**src/hw/rtl/bpc_pkg.sv**
```systemverilog
// ----------------------------------------------------------------------------
// bpc_pkg
// shared widths, register indexes and calibration types for the barometric
// pressure compensation pipeline
// ----------------------------------------------------------------------------
package bpc_pkg;

  // pipeline depth, one valid bit per stage
  localparam int NUM_STAGES = 6;

  // configuration port
  localparam int ADDR_W = 5;
  localparam int DATA_W = 32;
  localparam int REG_IDX_W = 3;
  localparam int COEFF_W = 16;

  localparam logic [REG_IDX_W-1:0] REG_SENS = 3'd0;
  localparam logic [REG_IDX_W-1:0] REG_OFFSET = 3'd1;
  localparam logic [REG_IDX_W-1:0] REG_SENS_TEMP = 3'd2;
  localparam logic [REG_IDX_W-1:0] REG_OFFSET_TEMP = 3'd3;
  localparam logic [REG_IDX_W-1:0] REG_REF_TEMP = 3'd4;
  localparam logic [REG_IDX_W-1:0] REG_TEMP_SLOPE = 3'd5;

  // payload widths
  localparam int RAW_W = 24;
  localparam int TEMP_W = 19;
  localparam int PRESS_W = 22;

  // internal widths
  localparam int DT_W = RAW_W + 1;           // raw minus reference, signed
  localparam int PROD_W = DT_W + COEFF_W + 1; // dt times a 16-bit word
  localparam int OFF_W = 37;
  localparam int SENS_W = 36;
  localparam int SENS_LO_W = 17;
  localparam int SENS_HI_W = SENS_W - SENS_LO_W;
  localparam int PP_LO_W = RAW_W + SENS_LO_W;
  localparam int PP_HI_W = RAW_W + 1 + SENS_HI_W;
  localparam int FULL_W = PP_HI_W + SENS_LO_W + 1;
  localparam int PSH_W = FULL_W - 21;
  localparam int DIFF_W = PSH_W + 1;

  // formula constants
  localparam int TEMP_SHIFT = 23;
  localparam int REF_SHIFT = 8;
  localparam int OFF_BASE_SHIFT = 16;
  localparam int OFF_TC_SHIFT = 7;
  localparam int SENS_BASE_SHIFT = 15;
  localparam int SENS_TC_SHIFT = 8;
  localparam int PRESS_MUL_SHIFT = 21;
  localparam int PRESS_OUT_SHIFT = 15;
  localparam logic signed [TEMP_W-1:0] TEMP_BASE = 19'sd2000;

  typedef struct packed {
    logic [COEFF_W-1:0] sens;
    logic [COEFF_W-1:0] offset;
    logic [COEFF_W-1:0] sens_temp;
    logic [COEFF_W-1:0] offset_temp;
    logic [COEFF_W-1:0] ref_temp;
    logic [COEFF_W-1:0] temp_slope;
  } coeff_t;

endpackage

```
**src/hw/rtl/bpc_pipe_ctrl.sv**
```systemverilog
// ----------------------------------------------------------------------------
// bpc_pipe_ctrl
// per-stage valid bits and load enables; a stage loads when empty or when
// the stage after it moves on
// ----------------------------------------------------------------------------
module bpc_pipe_ctrl import bpc_pkg::*; (
  input  logic                  clk,
  input  logic                  rst,
  input  logic                  in_valid,
  output logic                  in_stall,
  input  logic                  out_stall,
  output logic                  out_valid,
  output logic [NUM_STAGES-1:0] en
);

  logic [NUM_STAGES-1:0] valid;

  always_comb begin
    en[NUM_STAGES-1] = !valid[NUM_STAGES-1] || !out_stall;
    for (int i = NUM_STAGES - 2; i >= 0; i--) begin
      en[i] = !valid[i] || en[i+1];
    end
  end

  always_ff @(posedge clk) begin
    if (rst) begin
      valid <= '0;
    end else begin
      if (en[0]) valid[0] <= in_valid;
      for (int i = 1; i < NUM_STAGES; i++) begin
        if (en[i]) valid[i] <= valid[i-1];
      end
    end
  end

  assign in_stall = !en[0];
  assign out_valid = valid[NUM_STAGES-1];

endmodule

```
**config.mk**
```make
export PLATFORM = sky130hd
export DESIGN_NAME = bpc_pipe_ctrl
export DESIGN_NICKNAME = d
export VERILOG_FILES = /design/src/hw/rtl/bpc_pkg.sv /design/src/hw/rtl/bpc_pipe_ctrl.sv
export SDC_FILE = /design/constraint.sdc
export NUM_CORES = 1
export LEC_CHECK = 0
export BUFFER_PORTS_ARGS = -buffer_cell sky130_fd_sc_hd__buf_2
export CORE_AREA = 2 2 39 41
export DETAILED_ROUTE_END_ITERATION = 7
export DIE_AREA = 0 0 41 43
export PLACE_DENSITY = 0.43
export RECOVER_POWER = 50
export SLEW_MARGIN = 5
export SYNTH_ARGS = -nofsm -noshare
export SYNTH_HDL_FRONTEND = slang
export SYNTH_SLANG_ARGS = --single-unit
```
**constraint.sdc**
```tcl
create_clock -name clk -period 1.2 [get_ports clk]
set_input_delay 0 -clock clk [delete_from_list [all_inputs] [get_ports clk]]
set_output_delay 0 -clock clk [all_outputs]
set_load 0.01 [all_outputs]
```
==> impl_summary.log, run 1 <==
[metrics] power share of the clock group: 0.441
[metrics] endpoint of the lowest-slack register-to-register path: valid[0]
[metrics] final weighted congestion of routability-driven global placement: 0.6231
[metrics] post-route non-filler standard cell count: 60
[metrics] die extent in x: 41 um
[metrics] number of sinks on the clock net: 6
[metrics] Post-Syn Nets: 31
[metrics] clock-pin transition on the worst setup and hold timing paths: 40 ps
[metrics] unique cell type count in the Yosys netlist: 12
[metrics] area overhead of the layout relative to synthesis: 56.19%
[metrics] Hold Vio Cnt, Final: 0
[metrics] share of Yosys cell area claimed by the top area cell type: 0.4948
[metrics] Net Sw Frac: 0.2078
[metrics] power after layout: 416.7 uW
[metrics] Commonest cells post-synth: 6 x dfxtp_1, 4 x a21oi_1, 4 x inv_1, 4 x nor2_1, 2 x nand2_1
[metrics] core area: 1384 um2
[metrics] worst-skew pair later-pin latency: 240 ps
[metrics] via count of the routed design: 233
[metrics] maximum capacitance violations: 0
[metrics] placed standard-cell area: 310.3 um2
[metrics] worst-case hold path end point: valid[5]
[metrics] Comb pwr share: 0.051
[metrics] Max Buffers Root-to-Sink: 2
[metrics] reg-to-reg slack, setup: 260 ps
[metrics] Worst-Margin Slew: 305.5 ps
[metrics] post-synthesis average cell area: 8.990 um2
[metrics] Arr. time, crit path: 1140 ps
[metrics] final routed wirelength across all metal layers: 502 um
[metrics] Yosys top cell by area: dfxtp_1
[metrics] total clock buffers created by CTS: 3
[metrics] worst path required time: 1200 ps
[metrics] switching power summed over all nets: 86.58 uW
[metrics] async set or reset register ratio after synthesis: 0
[metrics] mapped cell area: 242.7 um2
[metrics] sequential area share after synthesis: 0.4948
[metrics] via count of the first global-routing pass: 188
[metrics] WHS Path Cells: 3
[metrics] num rows: 14
[metrics] achievable frequency: 0.8745 GHz
[metrics] Critical Path Start Type: flip-flop
[metrics] leading post-synthesis cells by cell area: dfxtp_1 49%, nand4_4 8.8%, a21oi_1 8.2%
[metrics] GRT Residual Overflow: 0
[metrics] worst reg2reg path startpoint: valid[5]
[metrics] most numerous cell in the Yosys netlist: dfxtp_1
[metrics] worst ir drop on vdd: 0.5927 mV
[metrics] final critical delay including setup and external delays: 1143 ps
[metrics] half-perimeter wire length of the detailed placement result: 342.3 um
[metrics] H-tree level count: 1
[metrics] number of max-slew violations in the final report: 0
[metrics] library cell used as clock root buffer: clkbuf_4
[metrics] GRT Total Usage: 0.06827
[metrics] top flip-flop cell by instance count after synthesis: dfxtp_1
[metrics] share of the clock period used by the worst path after layout: 0.9529
[metrics] headroom to the max-slew limit: 0.7963
[metrics] post-DR wirelength/cell: 8.367 um
[metrics] initial antenna violation count: 0
[metrics] starting density of the core: 0.1754
[metrics] synthesized netlist cell count: 27
[metrics] max FFs per register: 6
[metrics] clock tree from TritonCTS: done
[metrics] Boundary Pins: 12
[metrics] result of the run: complete, no violations
[metrics] Pint: 330.1 uW
[metrics] hold path startpoint: out_stall
[metrics] share of post-route cells with drive strength above 1: 0.5227
[metrics] kind of end point of the critical path: primary output
[metrics] post-route cell area: 379.1 um2
[metrics] total leakage power: 0.0001629 uW
[metrics] crit-path max FO: 6
[metrics] Setup Viol. Count Final: 0
[metrics] FF-to-FF path depth: 3
[metrics] detailed-route DRC error count: 0
[metrics] largest registers ranked by flip-flop count: valid x6
[metrics] PortBufs: 11
[metrics] TNS Setup: 0 ps
[metrics] PwrDens: 1099 nW/um2
[metrics] final clock skew: 1.158 ps
[metrics] final antenna diode count: 0
[metrics] detailed router's first-iteration violation count: 3
[metrics] residual antenna-violating net count after detailed routing: 0
[metrics] type of the worst setup path: flip-flop to primary output
[metrics] Die ar.: 1763 um2
[metrics] Top reg by flops: valid
[metrics] maximum number of pins on one net before global-route repair: 7
[metrics] fraction of power consumed by sequential logic: 0.508
[metrics] total iterations of the first detailed-routing run: 2
[metrics] count of yosys warnings during synthesis: 0
[metrics] wire length of the first global-routing pass: 765 um
[metrics] synthesis-stage register bit count: 6
[metrics] number of placed instances with taps included: 53
[metrics] number of nets in the layout: 50
[metrics] path category of the worst min-delay check: input pin to flip-flop
[metrics] Chip Height: 43 um
[metrics] mean number of vias per cell: 3.883
[metrics] number of enable flip-flop cells after synthesis: 0
==> worst max-delay path, stage by stage (launching register included) <==
cell and delay (ps):
dfxtp_2 330, and4_4 280, nand4_4 130, inv_2 70
buf_6 90
==> cell type report <==
| type | count | area (um2) |
|---|---|---|
| clock buffers | 3 | 22.52 |
| fillers | 154 | 1005 |
| inverters | 5 | 18.77 |
| multi-input cells | 15 | 98.84 |
| flip-flops and latches | 6 | 123.9 |
| well taps | 16 | 20.02 |
| repair buffers | 15 | 95.09 |
==> through the flow <==
| stage | hold slack, ps | utilization | worst slack, ps |
|---|---|---|---|
| floorplan | 62.44 | - | 123.5 |
| global placement | 240.4 | 0.2242 | 100.2 |
| detailed placement | 242.3 | 0.2242 | 111.5 |
| CTS | 39.06 | 0.2577 | 5.166 |
| global route | 43.79 | 0.2740 | -8.458 |
| finish | 45.92 | 0.2740 | 56.52 |
==> layer usage <==
metal | track usage | share of wire | vias up
met3 | 0.07853 | 0.14 | 0
met2 | 0.08125 | 0.37 | 14
li1 | - | - | 122
met5 | 0 | 0 | -
met4 | 0 | 0 | 0
met1 | 0.08682 | 0.49 | 97
==> how the worst max path moves through the flow <==
| stage | from | end | slack, ps | cells past startpoint |
|---|---|---|---|---|
| after global placement | valid[5] | valid[0] | 100 | 3 |
| after floorplan | valid[5] | valid[0] | 120 | 4 |
| after detailed placement | valid[5] | valid[0] | 110 | 3 |
| final | valid[5] | in_stall | 60 | 4 |
| after global routing | valid[5] | in_stall | -8 | 4 |
| after CTS | valid[5] | in_stall | 5 | 4 |
==> cells in the final DEF, fill, tap and decap left out, drive strengths merged <==
master | synthesis | final
nor2 | 4 | 4
and4 | 1 | 1
buf | 1 | 12
nand2 | 2 | 2
dfxtp | 6 | 6
nand3 | 2 | 2
clkbuf | 0 | 4
inv | 5 | 5
a21oi | 5 | 5
nand4 | 1 | 1
dlygate4sd3 | 0 | 2
==> what timing repair did <==
action,CTS,global route
buffers inserted,0,2
hold buffers,2,0
endpoints found under the setup margin,4,2
endpoints found under the hold margin,1,0
resized for setup,3,3
pin swaps,1,1
==> power groups by stage <==
stage / clock, uW / sequential, uW / combinational, uW
after floorplan: 0 / 214 / 5.67
after global placement: 0 / 215 / 15.5
after detailed placement: 0 / 215 / 15.3
after CTS: 195 / 211 / 20.7
after global routing: 215 / 211 / 23.3
final: 184 / 212 / 21.4
==> cell families (layout without fill, tap and decap cells) <==
logic type | Yosys count | count (layout) | share of synthesized area
simple gates | 10 | 10 | 0.2783
flops | 6 | 6 | 0.4949
buf+inv | 6 | 23 | 0.1082
compound gates | 5 | 5 | 0.1186
Power figures use the tool's default switching activity.
==> run 2: changes to the inputs <==
--- a/config.mk
+++ b/config.mk
@@ -5,7 +5,7 @@
 export SDC_FILE = /design/constraint.sdc
 export NUM_CORES = 1
 export LEC_CHECK = 0
-export BUFFER_PORTS_ARGS = -buffer_cell sky130_fd_sc_hd__buf_2
+export BUFFER_PORTS_ARGS = -buffer_cell sky130_fd_sc_hd__buf_4
 export CORE_AREA = 2 2 39 41
 export DETAILED_ROUTE_END_ITERATION = 7
 export DIE_AREA = 0 0 41 43
==> run 2 against run 1 <==
Fmax shrank 1.4%. Register-to-register slack worse by 20 ps. Cell area up 0.66%. Critical path depth shrank 1. Hold slack worse by 25 ps. Clock skew hardly changed. Combinational power up 10%. Sequential power is essentially flat. Critical path type unchanged. Highest routed layer unchanged.
==> impl_summary.log, run 2 (same netlist as run 1, synthesis figures left out) <==
[metrics] total iterations of the first detailed-routing run: 2 (unchanged)
[metrics] H-tree level count: 1 (unchanged)
[metrics] headroom to the max-slew limit: 0.8409 (was 0.7963)
[metrics] half-perimeter wire length of the detailed placement result: 344.4 um (was 342.3 um)
[metrics] number of nets in the layout: 48 (was 50)
[metrics] achievable frequency: 0.8627 GHz (was 0.8745 GHz)
[metrics] largest registers ranked by flip-flop count: valid x6 (unchanged)
[metrics] leading cell type in the layout, fill and taps excluded: buf_4 (was buf_2)
[metrics] library cell used as clock root buffer: clkbuf_4 (unchanged)
[metrics] starting density of the core: 0.1754 (unchanged)
[metrics] Final Worst Setup Slack: 40.80 ps (was 56.52 ps)
[metrics] postcts setup bufs: 0 (unchanged)
[metrics] final routed wirelength across all metal layers: 486 um (was 502 um)
[metrics] placed standard-cell area: 337.8 um2 (was 310.3 um2)
[metrics] num rows: 14 (unchanged)
[metrics] clock tree from TritonCTS: done (unchanged)
[metrics] maximum capacitance violations: 0 (unchanged)
[metrics] mean number of vias per cell: 3.897 (was 3.883)
[metrics] crit-path max FO: 6 (unchanged)
[metrics] post-route cell area: 381.6 um2 (was 379.1 um2)
[metrics] share of the clock period used by the worst path after layout: 0.9660 (was 0.9529)
[metrics] commonest cells after routing, fill and taps aside: 8 x buf_4, 4 x inv_1, 4 x a21oi_1, 4 x nor2_1, 4 x dfxtp_1 (was 9 x buf_2, 4 x inv_1, 4 x a21oi_1, 4 x nor2_1)
[metrics] number of sinks on the clock net: 6 (unchanged)
[metrics] Chip Height: 43 um (unchanged)
[metrics] share of post-route cells with drive strength above 1: 0.4524 (was 0.5227)
[metrics] worst path required time: 1200 ps (about the same)
[metrics] Hold Vio Cnt, Final: 0 (unchanged)
[metrics] final clock skew: 0.8381 ps (was 1.158 ps)
[metrics] PortBufs: 11 (unchanged)
[metrics] total leakage power: 0.0001621 uW (was 0.0001629 uW)
[metrics] GRT Residual Overflow: 0 (unchanged)
[metrics] die extent in x: 41 um (unchanged)
[metrics] residual antenna-violating net count after detailed routing: 0 (unchanged)
[metrics] initial antenna violation count: 0 (unchanged)
[metrics] power after layout: 414.1 uW (was 416.7 uW)
[metrics] number of max-slew violations in the final report: 0 (unchanged)
[metrics] hold slack: 20.91 ps (was 45.92 ps)
[metrics] detailed-route DRC error count: 0 (unchanged)
[metrics] RSZ-0062 raised after global routing: yes
[metrics] Top reg by flops: valid (unchanged)
[metrics] placement-stage worst setup slack: 107.5 ps (was 111.5 ps)
[metrics] Worst-Margin Slew: 238.3 ps (was 305.5 ps)
[metrics] GRT Total Usage: 0.07028 (was 0.06827)
[metrics] detailed router's first-iteration violation count: 3 (unchanged)
[metrics] final cell utilization of the core: 0.2758 (was 0.2740)
[metrics] Max Buffers Root-to-Sink: 2 (unchanged)
[metrics] Boundary Pins: 12 (unchanged)
[metrics] via count of the routed design: 226 (was 233)
[metrics] Setup Viol. Count Final: 0 (unchanged)
[metrics] number of fillers in the final layout: 157 (was 154)
[metrics] core area: 1384 um2 (unchanged)
[metrics] via count of the first global-routing pass: 207 (was 188)
[metrics] post-DR wirelength/cell: 8.379 um (was 8.367 um)
[metrics] total clock buffers created by CTS: 3 (unchanged)
[metrics] result of the run: complete, no violations (unchanged)
[metrics] final antenna diode count: 0 (unchanged)
[metrics] clock-pin transition on the worst setup and hold timing paths: 40 ps (about the same)
[metrics] type of the worst setup path: flip-flop to primary output (unchanged)
[metrics] wire length of the first global-routing pass: 807 um (was 765 um)
[metrics] kind of end point of the critical path: primary output (unchanged)
[metrics] path category of the worst min-delay check: input pin to flip-flop (unchanged)
[metrics] reg-to-reg slack, setup: 240 ps (was 260 ps)
[metrics] final weighted congestion of routability-driven global placement: 0.6608 (was 0.6231)
[metrics] PwrDens: 1085 nW/um2 (was 1099 nW/um2)
[metrics] Arr. time, crit path: 1160 ps (was 1140 ps)
[metrics] worst ir drop on vdd: 0.3436 mV (was 0.5927 mV)
[metrics] area overhead of the layout relative to synthesis: 57.22% (was 56.19%)
[metrics] worst-skew pair later-pin latency: 240 ps (about the same)
[metrics] final critical delay including setup and external delays: 1159 ps (was 1143 ps)
[metrics] Die ar.: 1763 um2 (unchanged)
[metrics] max FFs per register: 6 (unchanged)
[metrics] Critical Path Start Type: flip-flop (unchanged)
[metrics] maximum number of pins on one net before global-route repair: 7 (unchanged)
run 2: worst max-delay path, stage by stage, from the launching register on:
cell and delay [ps]:
dfxtp_2 350, and4_4 270, nand4_4 130, buf_4 170
run 2: final cells by class:
type	count	area, um2	area share
sequential	6	122.6	0.3213
timing repair buffer	13	98.84	0.2590
inverter	5	18.77	0.04918
tap	16	20.02	0.05246
multi-input combinational	15	98.84	0.2590
clock buffer	3	22.52	0.05902
run 2: per-stage QoR:
stage                     setup TNS [ps]  instances
after detailed placement               0         53
after global placement                 0         53
after floorplan                        0         27
after CTS                              0         58
after global routing              -38.25         58
final                                  0         58
run 2: worst paths after layout:
check | startpoint | to | depth (start not counted)
min reg2reg | valid[3] | valid[4] | 2
max reg2reg | valid[5] | valid[0] | 3
min | out_stall | valid[5] | 3
max | valid[5] | en[0] | 3
run 2: what timing repair did:
action | in CTS | in global routing
pin swaps | 1 | 1
endpoints found under the setup margin | 5 | 2
resized for setup | 3 | 2
endpoints found under the hold margin | 6 | 0
hold buffers | 2 | 0
run 2: where the power goes:
part / internal [uW] / total (uW) / switching [uW] / leakage [uW]
combinational: 14.1 / 23.6 / 9.51 / 0.0000984
sequential: 206 / 212 / 6.17 / 0.0000499
clock: 113 / 179 / 66.2 / 0.0000138
total: 332 / 414 / 81.8 / 0.000162
run 2: layer usage:
metal | share of wire | wire length [um] | global-route usage
met5 | 0 | 0 | 0
met1 | 0.48 | 233 | 0.09003
met3 | 0.14 | 66 | 0.03141
met4 | 0 | 0 | 0.06000
met2 | 0.38 | 186 | 0.08438
