--- config.mk ---
export PLATFORM = sky130hd
export DESIGN_NAME = bpc_regs
export DESIGN_NICKNAME = d
export VERILOG_FILES = /design/src/hw/rtl/bpc_pkg.sv /design/src/hw/rtl/bpc_regs.sv
export SDC_FILE = /design/constraint.sdc
export NUM_CORES = 1
export LEC_CHECK = 0
export BUFFER_PORTS_ARGS = -buffer_cell sky130_fd_sc_hd__buf_2
export CORE_ASPECT_RATIO = 0.6
export CORE_MARGIN = 5
export CORE_UTILIZATION = 30
export DETAILED_ROUTE_END_ITERATION = 6
export GPL_ROUTABILITY_DRIVEN = 0
export MAX_ROUTING_LAYER = met4
export PLACE_DENSITY = 0.56
export SLEW_MARGIN = 20
export SYNTH_ARGS = -nofsm -noshare
export SYNTH_HDL_FRONTEND = slang
export SYNTH_SLANG_ARGS = --single-unit
export TNS_END_PERCENT = 30
--- constraint.sdc ---
create_clock -name clk -period 1.6 [get_ports clk]
set_clock_uncertainty 0.2 [all_clocks]
set_input_delay 0.32 -clock clk [delete_from_list [all_inputs] [get_ports clk]]
set_output_delay 0.32 -clock clk [all_outputs]
set_load 0.005 [all_outputs]
--- src/hw/rtl/bpc_pkg.sv ---
// ----------------------------------------------------------------------------
// bpc_pkg
// shared widths, register indexes and calibration types for the barometric
// pressure compensation pipeline
// ----------------------------------------------------------------------------
package bpc_pkg;

  // pipeline depth, one valid bit per stage
  localparam int NUM_STAGES = 6;

  // configuration port
  localparam int ADDR_W = 5;
  localparam int DATA_W = 32;
  localparam int REG_IDX_W = 3;
  localparam int COEFF_W = 16;

  localparam logic [REG_IDX_W-1:0] REG_SENS = 3'd0;
  localparam logic [REG_IDX_W-1:0] REG_OFFSET = 3'd1;
  localparam logic [REG_IDX_W-1:0] REG_SENS_TEMP = 3'd2;
  localparam logic [REG_IDX_W-1:0] REG_OFFSET_TEMP = 3'd3;
  localparam logic [REG_IDX_W-1:0] REG_REF_TEMP = 3'd4;
  localparam logic [REG_IDX_W-1:0] REG_TEMP_SLOPE = 3'd5;

  // payload widths
  localparam int RAW_W = 24;
  localparam int TEMP_W = 19;
  localparam int PRESS_W = 22;

  // internal widths
  localparam int DT_W = RAW_W + 1;           // raw minus reference, signed
  localparam int PROD_W = DT_W + COEFF_W + 1; // dt times a 16-bit word
  localparam int OFF_W = 37;
  localparam int SENS_W = 36;
  localparam int SENS_LO_W = 17;
  localparam int SENS_HI_W = SENS_W - SENS_LO_W;
  localparam int PP_LO_W = RAW_W + SENS_LO_W;
  localparam int PP_HI_W = RAW_W + 1 + SENS_HI_W;
  localparam int FULL_W = PP_HI_W + SENS_LO_W + 1;
  localparam int PSH_W = FULL_W - 21;
  localparam int DIFF_W = PSH_W + 1;

  // formula constants
  localparam int TEMP_SHIFT = 23;
  localparam int REF_SHIFT = 8;
  localparam int OFF_BASE_SHIFT = 16;
  localparam int OFF_TC_SHIFT = 7;
  localparam int SENS_BASE_SHIFT = 15;
  localparam int SENS_TC_SHIFT = 8;
  localparam int PRESS_MUL_SHIFT = 21;
  localparam int PRESS_OUT_SHIFT = 15;
  localparam logic signed [TEMP_W-1:0] TEMP_BASE = 19'sd2000;

  typedef struct packed {
    logic [COEFF_W-1:0] sens;
    logic [COEFF_W-1:0] offset;
    logic [COEFF_W-1:0] sens_temp;
    logic [COEFF_W-1:0] offset_temp;
    logic [COEFF_W-1:0] ref_temp;
    logic [COEFF_W-1:0] temp_slope;
  } coeff_t;

endpackage

--- src/hw/rtl/bpc_regs.sv ---
// ----------------------------------------------------------------------------
// bpc_regs
// apb register file holding the six calibration words
// ----------------------------------------------------------------------------
module bpc_regs import bpc_pkg::*; (
  input  logic              clk,
  input  logic              rst,
  input  logic              psel,
  input  logic              penable,
  input  logic              pwrite,
  input  logic [ADDR_W-1:0] paddr,
  input  logic [DATA_W-1:0] pwdata,
  output logic [DATA_W-1:0] prdata,
  output logic              pready,
  output coeff_t            coeff
);

  logic [REG_IDX_W-1:0] idx;
  logic                 wr_en;
  logic [COEFF_W-1:0]   rd_val;

  assign idx = paddr[ADDR_W-1:2];
  assign wr_en = psel && penable && pwrite;
  assign pready = 1'b1;

  always_ff @(posedge clk) begin
    if (rst) begin
      coeff <= '0;
    end else if (wr_en) begin
      case (idx)
        REG_SENS:        coeff.sens <= pwdata[COEFF_W-1:0];
        REG_OFFSET:      coeff.offset <= pwdata[COEFF_W-1:0];
        REG_SENS_TEMP:   coeff.sens_temp <= pwdata[COEFF_W-1:0];
        REG_OFFSET_TEMP: coeff.offset_temp <= pwdata[COEFF_W-1:0];
        REG_REF_TEMP:    coeff.ref_temp <= pwdata[COEFF_W-1:0];
        REG_TEMP_SLOPE:  coeff.temp_slope <= pwdata[COEFF_W-1:0];
        default: ;
      endcase
    end
  end

  always_comb begin
    case (idx)
      REG_SENS:        rd_val = coeff.sens;
      REG_OFFSET:      rd_val = coeff.offset;
      REG_SENS_TEMP:   rd_val = coeff.sens_temp;
      REG_OFFSET_TEMP: rd_val = coeff.offset_temp;
      REG_REF_TEMP:    rd_val = coeff.ref_temp;
      REG_TEMP_SLOPE:  rd_val = coeff.temp_slope;
      default:         rd_val = '0;
    endcase
  end

  assign prdata = {{(DATA_W-COEFF_W){1'b0}}, rd_val};

endmodule

==> metrics, run 1 <==
HP Class in -> reg; number of global-route vias before repair 4036; #FFs+latches synth 96; # Max-Cap Violations 0; first-pass GRT wire length roughly 23 mm; count of cell types in the netlist 27; DRT iter0 DRCs 174; pin count of the biggest net entering global routing between 50 and 60; DRC Markers 0; CTS tree built; failing checks setup timing; GR Util All Layers 0.1697; cell depth of the worst flop-to-flop path 3; critical path peak fanout 8; fillers ~1.5k; Clk Latency, worst-skew pair 0.34 ns; Synth-to-Final Area Change 38.87%; fmax 0.5387 GHz; Starting Density 0.3066; Peak VDD IR 0.4734 mV; Synth Cell Area 4712 sq um; Top reg by flops coeff; Critical Path Source Type primary input; I/O pins 171; EDFF count, synth 0; # clock sinks 96; GRT overflow 0; Met3 Routed Length around 1.3 mm; R2R setup slack 0.69 ns; reg2reg end coeff[51]; Worst EP arrival 1.34 ns; hold depth 3; top_reg_cell synth dfxtp_1; syn avg cell area about 11 sq um; sequential fraction of the synthesis area 0.4079; status finished, violations left; share of flip-flops with an asynchronous set or reset 0; Final Setup Violations 18; clock tree root buffer cell clkbuf_16; Max clock buf depth 2; antenna-violating nets left 0; FP Rows 35; initial antenna violation count 2; Vias 3887; cell area after layout 6544 sq um; PortBufs roughly 140; max reg flops 96; wl on met1 7.529 mm; Post-Syn Instances between 400 and 500; Crit Path Class in -> out; Detailed Route WL approximately 15 mm; Placed Area 5929 sq um; worst hold margin 0.1670 ns; biggest regs coeff x96; vias per cell 4.694; Top Layer Used met4; die area roughly 18000 sq um; setup ws final -0.2564 ns; yosys warns 0; layout cells sized above 1 0.4462; HPWL after DPL between 10 and 15 mm; H-tree levels 3; CTS buffer count 9; Hold Crit Start pwdata[9]; Worst R2R Start coeff[51]; RSZ-0062 raised after global routing yes; leakage 3.406 nW; Tcrit/Tclk final 1.160; wire length per cell between 15 and 20 um; fin crit period 1.856 ns; hold endpoint coeff[41]; Reg clk slew, reported paths 0.07 ns; die width 171.8 um; WL met2 6.291 mm; Worst Setup End Kind primary output; core area 15370 sq um; number of iterations in the first detailed-routing pass 4; PD cells 765.1 nW/um^2; Layout Nets 660; Fin. Hold Viols 0; setup TNS -3.731 ns; Die Y-Extent 107.1 um; CP required around 1.1 ns; Final Slew Violations 0
## kinds of logic (layout without fill, tap and decap cells)
family,count (synthesis),count (layout),synth area share
other,2,19,0.001594
AND/OR/NAND/NOR,134,134,0.1774
flip-flops,96,96,0.4079
multiplexers,137,137,0.2971
AO/OA/AOI/OAI,30,30,0.04833
buffers and inverters,49,209,0.06771
## cell usage after synthesis, drive strengths merged, types with 2 or more instances
master | number | area share
mux2i | 114 | 0.24
nand2b | 113 | 0.15
dfxtp | 96 | 0.41
buf | 34 | 0.056
mux2 | 23 | 0.055
clkbuf | 14 | 0.011
nand2 | 13 | 0.012
o221ai | 9 | 0.017
a22oi | 7 | 0.011
a32oi | 4 | 0.0074
o21ai | 4 | 0.0042
a21oi | 3 | 0.0032
a221oi | 3 | 0.0056
and2b | 3 | 0.0048
conb | 2 | 0.0016
## cell type report
type	count	area, sq um	share of cell area
antenna	2	5.005	0.0007648
clock buffer	10	229.0	0.03499
clock inverter	6	53.80	0.008222
inverter	1	3.754	0.0005736
multi-input combinational	318	2661	0.4067
sequential	96	1942	0.2967
tap	203	254.0	0.03881
timing repair buffer	192	1395	0.2132
## power breakdown
part / total [W] / internal [W] / switching, W
registers: 0.00242 / 0.00241 / 0.0000157
clock network: 0.00209 / 0.00108 / 0.00101
logic: 0.000496 / 0.000250 / 0.000245
total: 0.00501 / 0.00374 / 0.00127
## worst max-delay path, cell delays in order
cell and delay, ns:
buf_12 0.10, buf_12 0.14, buf_12 0.13, mux2_2 0.33
nand2_1 0.06, o221ai_1 0.10, buf_2 0.14
## placed cells by master (no fill, tap or decap), drive strengths merged
cell type and count:
a21oi 3, a221oi 3, a22oi 7, a32oi 4, and2b 3, and4 1
and4b 1, buf 192, clkbuf 10, clkinv 4, clkinvlp 1, conb 17
dfxtp 96, diode 2, inv 2, mux2 23, mux2i 114, nand2 13
nand2b 113, nor2b 1, o21ai 4, o221ai 9, or2 1, or2b 1
## what timing repair did
action | CTS | global route
buffers inserted | 5 | 1
pin swaps | 7 | 3
hold buffers | 0 | 0
cloned | 2 | 0
endpoints found under the setup margin | 17 | 17
gates resized for setup | 46 | 21
## per-layer routing
| layer | vias up | GRT usage |
|---|---|---|
| li1 | 1853 | - |
| met3 | 22 | 0.05195 |
| met1 | 1874 | 0.2361 |
| met4 | 0 | 0.04543 |
| met2 | 138 | 0.2383 |
| met5 | - | - |
## how the worst max path moves through the flow
stage | start | endpoint | slack [ns] | cells past startpoint
5_1_grt | coeff[81] | prdata[1] | -0.35 | 4
4_1_cts | coeff[56] | prdata[8] | -0.27 | 4
3_3_place_gp | paddr[3] | prdata[1] | -0.38 | 5
3_5_place_dp | paddr[3] | prdata[10] | -0.43 | 5
2_1_floorplan | paddr[2] | prdata[3] | -0.0003 | 5
6_report | paddr[2] | prdata[14] | -0.26 | 7
## metrics by stage
step,worst slack [ns],utilization,power (W),cells
6_report,-0.2564,0.4257,0.005006,828
5_1_grt,-0.3515,0.4257,0.005203,828
4_1_cts,-0.2662,0.4195,0.005052,825
3_5_place_dp,-0.4324,0.3858,0.002904,802
3_3_place_gp,-0.3799,0.3858,0.002896,802
2_1_floorplan,-0.0003269,-,0.002740,463
(Power assumes the default switching activity.)
==> run 2, diff against run 1 <==
Settings changed: PLACE_DENSITY 0.56 to default, PLACE_DENSITY_LB_ADDON from default to 0.08.
==> run 2 against run 1 <==
  * The run still ends with setup timing left
  * Via count is 2.1% lower
  * Sequential share of layout area is 0.17 points lower
  * Combinational power is 1% higher
  * Global-route usage is 0.39 points higher
==> metrics, run 2 (synthesis results as in run 1) <==
status finished, violations left; failing checks setup timing; number of global-route vias before repair 4086 (+1.2%); clock share of power 0.416 (about the same); Fin. Hold Viols 0 (unchanged); Die Y-Extent 107.1 um (unchanged); vias per cell 4.534 (-3.4%); Worst EP arrival 1.37 ns (+0.03 ns); CP required 1.08 ns (about the same); Placed Area 5969 sq um (+0.68%); biggest regs coeff x96; Critical Path Source Type flop; Synth-to-Final Area Change 40.84%; Total Power 0.005006 W (about the same); Tcrit/Tclk final 1.183 (+0.02240); Worst Setup End Kind primary output; Starting Density 0.3066 (unchanged); cell internal pwr 0.003809 W (+1.9%); critical path peak fanout 2 (-6); layout cells sized above 1 0.4803 (+0.03409); crit path from coeff[88]; worst hold margin 0.1750 ns (+0.008074 ns); DRC Markers 0 (unchanged); CTS buffer count 9 (unchanged); P_sw 0.001197 W (-5.8%); wire length per cell 18.28 um (-1.3%); # Max-Cap Violations 0 (unchanged); Worst R2R Start coeff[49]; PD cells 754.3 nW/um^2 (-1.4%); fmax 0.5285 GHz (-1.9%); Flop pwr share 0.484 (about the same); fillers 1514 (+0.80%); fin crit period 1.892 ns (+0.03584 ns); Max clock buf depth 2 (unchanged); Sw Ratio 0.2391 (-0.01463); pin count of the biggest net entering global routing 54 (-8.5%); HPWL after DPL 11.41 mm (+5.0%); HP Class in -> reg; hold depth 3 (unchanged); Top reg by flops coeff; hold buffers post-CTS 0 (unchanged); Clk Latency, worst-skew pair 0.33 ns (about the same); first-pass GRT wire length 23.96 mm (+3.2%); die area 18390 sq um (unchanged); leakage 3.454 nW (+1.4%); cell area after layout 6636 sq um (+1.4%); Peak VDD IR 0.4785 mV (+1.1%); Final Slew Violations 0 (unchanged); RSZ-0062 raised after global routing yes; Crit Path Class reg -> out; Place WS -0.3982 ns (+0.03412 ns); DRT iter0 DRCs 139 (-20%); FP Rows 35 (unchanged); GR Util All Layers 0.1736 (+0.003897); Final Setup Violations 16 (-2); setup TNS -3.193 ns (+0.5380 ns); Reg clk slew, reported paths 0.07 ns (about the same); max reg flops 96 (unchanged); Layout Nets 672 (+1.8%); Hold Crit Start pwdata[15]; combinational power share 0.101 (+0.002); # clock sinks 96 (unchanged); PortBufs 135 (unchanged); initial antenna violation count 1 (-1); number of iterations in the first detailed-routing pass 4 (unchanged); core area 15370 sq um (unchanged); clock tree root buffer cell clkbuf_16; die width 171.8 um (unchanged); Vias 3804 (-2.1%); setup ws final -0.2922 ns (-0.03584 ns); Detailed Route WL 15.34 mm (about the same); CTS tree built; H-tree levels 3 (unchanged); cell depth of the worst flop-to-flop path 3 (unchanged); commonest cells after routing, fill and taps aside buf_2, nand2b_1, mux2i_1; most common cell after layout, fill and taps aside buf_2; I/O pins 171 (unchanged); antenna-violating nets left 0 (unchanged); GRT overflow 0 (unchanged)
run 2: stage by stage:
step           std cells    util
2_1_floorplan        463       -
3_3_place_gp         809  0.3884
3_5_place_dp         809  0.3884
4_1_cts              837  0.4253
5_1_grt              839  0.4317
6_report             839  0.4317
run 2: worst paths after layout:
check               to  slack (ns)
max          prdata[8]       -0.29
min          coeff[63]        0.18
max reg2reg  coeff[49]        0.67
min reg2reg  coeff[70]        0.29
run 2: cell type report:
cell class / instances / area (sq um) / area share
repair buffers: 204 / 1456 / 0.2195
clock inverters: 4 / 28.78 / 0.004336
inverters: 1 / 3.754 / 0.0005656
clock buffers: 12 / 256.5 / 0.03865
well taps: 203 / 254.0 / 0.03827
multi-input cells: 318 / 2676 / 0.4033
flip-flops and latches: 96 / 1958 / 0.2951
diodes: 1 / 2.502 / 0.0003771
run 2: power by group through the flow:
stage          combinational, W  clock [W]  sequential, W
2_1_floorplan          0.000266          0        0.00247
3_3_place_gp           0.000437          0        0.00248
3_5_place_dp           0.000440          0        0.00248
4_1_cts                0.000496    0.00215        0.00242
5_1_grt                0.000545    0.00226        0.00242
6_report               0.000503    0.00208        0.00242
run 2: critical path: stages, from the launching register on:
cell and delay (ns):
dfxtp_2 0.32, mux2_4 0.27, a221oi_2 0.25, a21oi_1 0.07, buf_2 0.13
run 2: timing repair:
item | CTS | global route
gates cloned | 1 | 0
pin swaps | 10 | 8
endpoints found under the setup margin | 16 | 16
setup buffers | 11 | 1
resized for setup | 55 | 28
run 2: metal layers:
layer / track usage / vias up / share of wire
li1: - / 1885 / -
met1: 0.2425 / 1813 / 0.49
met2: 0.2534 / 94 / 0.44
met3: 0.04716 / 12 / 0.060
met4: 0.03365 / 0 / 0.011
met5: - / - / 0
==> run 3, diff against run 2 <==
Settings changed: CORE_ASPECT_RATIO 0.6 to 0.7.
==> run 3 against run 2 <==
  * Utilization is 0.62 points lower
  * Global-route usage up 0.080 points
  * Power grew 1.3%
  * Maximum frequency increased by 1.1%
  * The flow still finishes with violations (setup timing)
  * Via count unchanged
  * Setup slack improved by 0.021 ns
  * Non-clock buffer count decreased by 15
==> metrics, run 3 (synthesis results as in run 1) <==
GR Util All Layers 0.1744 (+0.0007975); commonest cells after routing, fill and taps aside buf_2, nand2b_1, mux2i_1; CTS tree built; failing checks setup timing; Worst Setup End Kind primary output; Peak VDD IR 0.4314 mV (-9.9%); cell area after layout 6575 sq um (-0.92%); critical path peak fanout 2 (unchanged); # Max-Cap Violations 0 (unchanged); WP buf/inv 1 (unchanged); Critical-path top delay cell dfxtp_2; combinational power share 0.097 (-0.004); leakage 3.416 nW (-1.1%); RSZ-0062 raised after global routing yes; HPWL after DPL 11.07 mm (-3.0%); FF/Latch Area 1958 sq um (unchanged); pin count of the biggest net entering global routing 60 (+11%); PortBufs 135 (unchanged); R2R setup slack 0.67 ns (about the same); setup TNS -3.224 ns (-0.03110 ns); Clk Latency, worst-skew pair 0.34 ns (about the same); cell internal pwr 0.003892 W (+2.2%); Top reg by flops coeff; antenna-violating nets left 0 (unchanged); Layout Nets 657 (-2.2%); hold endpoint coeff[22]; initial antenna violation count 0 (-1); clock tree root buffer cell clkbuf_16; Worst R2R Start coeff[93]; Vias 3804 (unchanged); I/O pins 171 (unchanged); fin crit period 1.871 ns (-0.02136 ns); DRT iter0 DRCs 154 (+11%); Sw Ratio 0.2323 (-0.006712); Total Power 0.005069 W (+1.3%); reg2reg end coeff[93]; H-tree levels 3 (unchanged); number of global-route vias before repair 4070 (-0.39%); Hold Crit Start pwdata[6]; fmax 0.5345 GHz (+1.1%); CP peak stage delay 0.33 ns (about the same); Reg clk slew, reported paths 0.07 ns (about the same); Flop pwr share 0.478 (-0.006); Fin. Hold Viols 0 (unchanged); P_sw 0.001178 W (-1.6%); Starting Density 0.3049 (-0.001613); Placed Cells 799 (-1.2%); FP Rows 38 (+8.6%); Final Setup Violations 16 (unchanged); Max clock buf depth 2 (unchanged); Final Slew Violations 0 (unchanged); Detailed Route WL 15.55 mm (+1.4%); clock share of power 0.425 (+0.009); Critical Path Source Type flop; area of the multi-input gates 2694 sq um (+0.65%); layout cells sized above 1 0.4733 (-0.006971); cells along the critical path mux2_4 > a221oi_2 > a21oi_1 > buf_2; hold depth 3 (unchanged); hold buffers post-CTS 0 (unchanged); core area 15450 sq um (+0.53%); Placed Area 5938 sq um (-0.52%); max reg flops 96 (unchanged); biggest regs coeff x96; fillers 1533 (+1.3%); setup ws final -0.2709 ns (+0.02136 ns); cell depth of the worst flop-to-flop path 3 (unchanged); Tcrit/Tclk final 1.169 (-0.01335); Die Y-Extent 114.9 um (+7.3%); Largest delay share family, worst path flip-flops; first-pass GRT wire length 24.03 mm (+0.32%); Place WS -0.3719 ns (+0.02631 ns); vias per cell 4.645 (+2.4%); die area 18350 sq um (-0.23%); most common cell after layout, fill and taps aside buf_2; Finished Layout Cells 819 (-2.4%); status finished, violations left; number of iterations in the first detailed-routing pass 4 (unchanged); PD cells 771.0 nW/um^2 (+2.2%); DRC Markers 0 (unchanged); die width 159.8 um (-7.0%); Crit Path Class reg -> out; Synth-to-Final Area Change 39.54%; Worst EP arrival 1.35 ns (-0.02 ns); CTS buffer count 9 (unchanged); CP required 1.08 ns (about the same); HP Class in -> reg; # clock sinks 96 (unchanged); antenna cells 0 (-1); wire length per cell 18.99 um (+3.9%); GRT overflow 0 (unchanged)
run 3: worst max path at each step:
stage	to	startpoint	slack [ns]	cells after the start
floorplan	prdata[3]	paddr[2]	-0.0003	5
global placement	prdata[12]	paddr[2]	-0.37	6
detailed placement	prdata[13]	paddr[3]	-0.37	7
CTS	prdata[10]	coeff[58]	-0.29	4
global route	prdata[1]	coeff[49]	-0.36	4
finish	prdata[8]	coeff[88]	-0.27	4
run 3: final cells by class:
class | count | area share
flip-flops and latches | 96 | 0.2978
well taps | 200 | 0.03806
clock inverters | 4 | 0.006851
multi-input cells | 318 | 0.4097
repair buffers | 189 | 0.2101
clock buffers | 11 | 0.03692
inverters | 1 | 0.0005709
run 3: power by group through the flow:
| stage | logic, W | registers (W) | clock network, W |
|---|---|---|---|
| CTS | 0.000490 | 0.00242 | 0.00223 |
| global route | 0.000529 | 0.00242 | 0.00233 |
| floorplan | 0.000266 | 0.00247 | 0 |
| detailed placement | 0.000433 | 0.00248 | 0 |
| global placement | 0.000428 | 0.00247 | 0 |
| finish | 0.000494 | 0.00242 | 0.00215 |
run 3: worst register-to-register path, cell delays in order, from the launching register on:
cell and delay (ns):
dfxtp_1 0.34, buf_4 0.13, nand2b_1 0.05, mux2i_1 0.13
run 3: stage by stage:
stage / hold WS [ns] / util
CTS: 0.1724 / 0.4206
global placement: 0.2699 / 0.3843
finish: 0.1749 / 0.4255
global route: 0.1919 / 0.4255
detailed placement: 0.2800 / 0.3843
floorplan: 0.2745 / -
run 3: repair_timing:
action / in CTS / in global routing
buffers inserted: 2 / 1
cloned: 2 / 0
gates resized for setup: 64 / 26
pin swaps: 14 / 4
setup endpoints to repair: 16 / 16
run 3: per-layer routing:
metal  global-route usage  vias to the layer above  wire length (um)
met5                    -                        -                 0
met4              0.04527                        0               175
met3              0.04479                       15               750
met2               0.2694                      109              6876
met1               0.2294                     1829              7749
li1                     -                     1851                 -
